### config.mk
export PLATFORM = sky130hd
export DESIGN_NAME = kbt_ctrl
export DESIGN_NICKNAME = d
export VERILOG_FILES = /design/src/hdl/kbt_pkg.sv /design/src/hdl/kbt_ctrl.sv
export SDC_FILE = /design/constraint.sdc
export NUM_CORES = 1
export LEC_CHECK = 0
export BUFFER_PORTS_ARGS = -buffer_cell sky130_fd_sc_hd__buf_2
export CAP_MARGIN = 20
export CORE_UTILIZATION = 30
export CTS_BUF_LIST = sky130_fd_sc_hd__clkbuf_4 sky130_fd_sc_hd__clkbuf_8
export DETAILED_ROUTE_END_ITERATION = 7
export PLACE_DENSITY = 0.55
export SYNTH_ARGS = -nofsm -noshare
export SYNTH_HDL_FRONTEND = slang
export SYNTH_SLANG_ARGS = --single-unit
### constraint.sdc
create_clock -name clk_i -period 1.9 [get_ports clk_i]
set_clock_uncertainty 0.05 [all_clocks]
set_input_delay 0.19 -clock clk_i [delete_from_list [all_inputs] [get_ports clk_i]]
set_output_delay 0.19 -clock clk_i [all_outputs]
set_load 0.02 [all_outputs]
### src/hdl/kbt_pkg.sv
// Package for the k-mer bucket table engine: sizes, op, status and register codes, command and status structs.
// No dependencies.
package kbt_pkg;
  localparam int PREFIX_BITS_DEF = 12;
  localparam int TABLE_DEPTH_DEF = 131072;
  localparam int VALUE_BITS_DEF  = 16;

  localparam logic [1:0] OP_COUNT  = 2'd0;
  localparam logic [1:0] OP_FINAL  = 2'd1;
  localparam logic [1:0] OP_INSERT = 2'd2;
  localparam logic [1:0] OP_LOOKUP = 2'd3;

  localparam logic [2:0] ST_OK       = 3'd0;
  localparam logic [2:0] ST_LOW      = 3'd1;
  localparam logic [2:0] ST_HIGH     = 3'd2;
  localparam logic [2:0] ST_FULL     = 3'd3;
  localparam logic [2:0] ST_OVERFLOW = 3'd4;

  localparam logic [1:0] REG_MIN  = 2'd0;
  localparam logic [1:0] REG_MAX  = 2'd1;
  localparam logic [1:0] REG_KBIT = 2'd2;

  localparam int LEN_W    = 17;
  localparam int GAP      = 256;
  localparam int SCAN_LIM = 8;

  // controller -> datapath commands
  typedef struct packed {
    logic load;      // capture input word, start bucket reads
    logic clr_step;  // finalize: write start/fill of walk index, advance
    logic cnt_wr;    // count write-back
    logic ins_wr;    // insert write-back
    logic lk_init;   // set search bounds
    logic lk_rd;     // issue store read at probe
    logic lk_eval;   // evaluate store read
  } cmd_t;

  // datapath -> controller status
  typedef struct packed {
    logic walk_last;
    logic lk_bin;     // still in binary phase
    logic lk_more;    // scan has entries left
    logic lk_found;
    logic clr_busy;   // bucket tables being zeroed after reset
  } sts_t;
endpackage

### src/hdl/kbt_ctrl.sv
// Sequencer for count, finalize, insert and lookup.
// Depends on kbt_pkg.
module kbt_ctrl import kbt_pkg::*; (
  input  logic       clk_i,
  input  logic       rst_ni,
  input  logic       in_valid,
  output logic       in_stall,
  input  logic [1:0] op_i,
  input  sts_t       sts_i,
  output cmd_t       cmd_o,
  output logic       res_set_o,
  input  logic       out_busy_i
);
  localparam logic [2:0] S_IDLE = 3'd0, S_RD = 3'd1, S_EXEC = 3'd2, S_WALK = 3'd3,
                         S_LKRD = 3'd4, S_LKEV = 3'd5, S_DONE = 3'd6;
  logic [2:0] state_q, state_d;
  logic [1:0] op_q;

  always_ff @(posedge clk_i or negedge rst_ni) begin
    if (!rst_ni) begin
      state_q <= S_IDLE;
      op_q <= OP_COUNT;
    end else begin
      state_q <= state_d;
      if (in_valid && !in_stall) op_q <= op_i;
    end
  end

  assign in_stall = (state_q != S_IDLE) || out_busy_i || sts_i.clr_busy;

  // next state and commands
  always_comb begin
    state_d = state_q;
    cmd_o = '0;
    res_set_o = 1'b0;
    case (state_q)
      S_IDLE: if (in_valid && !in_stall) begin
        cmd_o.load = 1'b1;
        state_d = (op_i == OP_FINAL) ? S_WALK : S_RD;
      end
      S_RD: state_d = S_EXEC;
      S_EXEC: begin
        case (op_q)
          OP_COUNT: begin cmd_o.cnt_wr = 1'b1; state_d = S_DONE; end
          OP_INSERT: begin cmd_o.ins_wr = 1'b1; state_d = S_DONE; end
          default: begin cmd_o.lk_init = 1'b1; state_d = S_LKRD; end
        endcase
      end
      S_WALK: begin
        cmd_o.clr_step = 1'b1;
        if (sts_i.walk_last) state_d = S_DONE;
      end
      S_LKRD: begin
        if (sts_i.lk_found || (!sts_i.lk_bin && !sts_i.lk_more)) state_d = S_DONE;
        else begin cmd_o.lk_rd = 1'b1; state_d = S_LKEV; end
      end
      S_LKEV: begin cmd_o.lk_eval = 1'b1; state_d = S_LKRD; end
      S_DONE: begin
        res_set_o = 1'b1;
        state_d = S_IDLE;
      end
      default: state_d = S_IDLE;
    endcase
  end
endmodule

==> run_results.csv <==
group,metric,value,unit
status,status,"finished clean",
global_routing,grt_pass1_vias,337,
global_routing,grtUsageMet1,17.8,%
die,rows,13,
final_layout,layout_common_cells,"buf_2, dfrtp_1, nor2_1, nor3b_1, clkbuf_4",
timing,tightest_slew,0.395,ns
die,die_area,1550,µm²
final_layout,nFillCells,138,
timing,setup_viol,0,
synthesis,synth-edff-count,0,
global_routing,met3_usage,3.41,%
timing,fin_tns_setup,0,ns
power,clkPwrFrac,19.5,%
synthesis,yosysWarnings,0,
routing,drt-wirelength-per-cell,10.4,µm
critical_path,end_kind,"primary output",
final_layout,drive_gt1_share,46.2,%
synthesis,synth_top_area_share,29.9,%
clock_tree,clkLatencyLatePin,0.24,ns
die,die_h,39.4,µm
power,swShare,42.2,%
power,pwr-share-seq,35.0,%
power,total_power,730,µW
power,powerDensity,1340,nW/µm²
synthesis,async_flop_share,100,%
synthesis,yosys_register_bits,5,
critical_path,critPathLaunchType,"flop",
synthesis,yosys-top-cells-area,"dfrtp_1, mux2_4, nor3b_1",
synthesis,synthCells,44,
critical_path,arrival,1.39,ns
synthesis,syn_area_per_cell,9.53,µm²
timing,relSlewSlack,73.7,%
synthesis,synth_top_family_by_area,"simple AND/OR/NAND/NOR gates",
final_layout,antenna_cells,0,
clock_tree,root_buffer,"clkbuf_4",
critical_path,critPathKind,"flop to primary output",
clock_tree,tritoncts,"yes",
die,io_pins,20,
clock_tree,clkTransAtPathRegs,0.05,ns
critical_path,worstPathRequired,1.66,ns
power,leakagePower,0.000286,µW
die,start_util,32.2,%
global_routing,grt_max_degree,15,
final_layout,layout_commonest_cell,"buf_2",
routing,vias,382,
synthesis,seq_area_frac_synth,29.9,%
final_layout,area_delta_synth_final,30.1,%
global_routing,grt_pass1_wl,1.45,mm
die,fp.dieW,39.4,µm
clock_tree,clock_path_buffers,2,
final_layout,seq_area,125,µm²
die,core,1300,µm²
routing,viasPerCell,4.78,
global_routing,antenna_found_initial,0,
power,ir_worst_vdd,0.513,mV
critical_path,reg2reg_slack,0.45,ns
timing,rsz0062_at_grt,"false",
synthesis,synth_cell_type_count,28,
min_path,worstHoldPathType,"input port to flop",
global_routing,grt.busiest_layer,"met2",
power,p_int,421,µW
clock_tree,clock-sinks,5,
clock_tree,h-tree-depth,1,
power,pwr-share-comb,45.5,%
timing,clock.fmax,614,MHz
timing,finalHoldViolCount,0,
synthesis,synth_adder_area_share,2.99,%
placed_design,gp_congestion,0.672,
synthesis,muxShareOfSynthArea,7.16,%
timing,whs,0.141,ns
power,power.net_switching,308,µW
synthesis,synthesis.area,419,µm²
synthesis,post_synth_and_or_nand_nor_area_fraction,39.7,%
global_routing,track_usage,14.5,%
timing,period_share,85.7,%
placed_design,dp_hpwl,596,µm
critical_path,path_max_fanout,11,
flow_run,max_cap_viol_count,0,
timing,drv_slew,0,
synthesis,synthXorXnorAreaFrac,0,%
clock_tree,numCtsBuffers,3,
synthesis,ys.flop_type,"dfrtp_1",
synthesis,synth_nets,56,
global_routing,grt-ovfl-total,0,
timing,fin_crit,1.63,ns
final_layout,num-nets-final,78,
routing,routed_wl,833,µm
global_routing,use_met2,22.1,%
routing,antenna_left,0,
final_layout,multiInputGateArea,259,µm²
routing,drtPass1Iterations,4,
routing,drc,0,
clock_tree,cts-resized-gates,0,
routing,drt-initial-drc-count,6,
synthesis,netlist.top_cell.by_area,"dfrtp_1",
synthesis,synth-compound-area-share,11.9,%
placed_design,port_buffers,19,
==> through the flow <==
| stage | setup slack (ns) | utilization (%) | cell area [µm²] | cells |
|---|---|---|---|---|
| after floorplan | 0.305 | - | 419 | 44 |
| after global placement | 0.474 | 38.8 | 505 | 75 |
| after detailed placement | 0.455 | 38.8 | 505 | 75 |
| after CTS | 0.260 | 41.9 | 546 | 80 |
| after global routing | 0.143 | 41.9 | 546 | 80 |
| final | 0.272 | 41.9 | 546 | 80 |
==> worst max-delay path, cell delays in order, from the launching register on <==
cell and delay, ns:
dfrtp_1 0.49, nor2_1 0.20, nand2_1 0.09, nor3b_1 0.18, buf_2 0.19
==> cell usage after synthesis (2+ instances only) <==
cell     count
a21oi_1      2
buf_6        2
dfrtp_1      5
inv_1        2
mux2_4       2
nand2_1      3
nor2_1       4
nor3b_1      4
==> cell type report <==
class,count,area share [%]
Tap cell,15,3.44
Sequential cell,5,22.9
Clock buffer,4,5.50
Multi-Input combinational cell,34,47.5
Timing Repair Buffer,20,19.3
Inverter,2,1.38
==> power by group through the flow <==
stage          Clock (µW)  Sequential (µW)  Combinational, µW
6_report              142              256                332
5_1_grt               145              274                373
4_1_cts               142              258                336
3_5_place_dp            0              257                330
3_3_place_gp            0              257                334
2_1_floorplan           0              192                350
==> timing repair <==
| item | in CTS | in global routing |
|---|---|---|
| setup buffers | 0 | 0 |
| endpoints found under the hold margin | 5 | 0 |
| hold buffers | 1 | 0 |
==> worst paths after layout <==
kind | from | endpoint | cells after the start
setup / recovery | state_q[2] | cmd_o[3] | 4
hold / removal | op_i[0] | op_q[0] | 2
setup reg to reg | state_q[1] | state_q[0] | 3
hold reg to reg | op_q[1] | op_q[1] | 1
max in group asynchronous | rst_ni | state_q[0] | 2
min in group asynchronous | rst_ni | op_q[0] | 2
==> cells by family after synthesis <==
kind of cell	after synthesis
adder cells (fa/ha/maj)	1
buffers and inverters	5
AND/OR/NAND/NOR	23
multiplexers	2
AO/OA/AOI/OAI	8
flip-flops	5
==> layer usage <==
metal  wire length, µm  vias to the layer above
met3                21                        2
li1                  -                      204
met2               454                        9
met5                 0                        -
met4                 6                        0
met1               351                      167
==> registers in the layout, summed over array words and instances (netlist names) <==
signal and flops:
op_q 2, state_q 3
(Power assumes the default switching activity.)
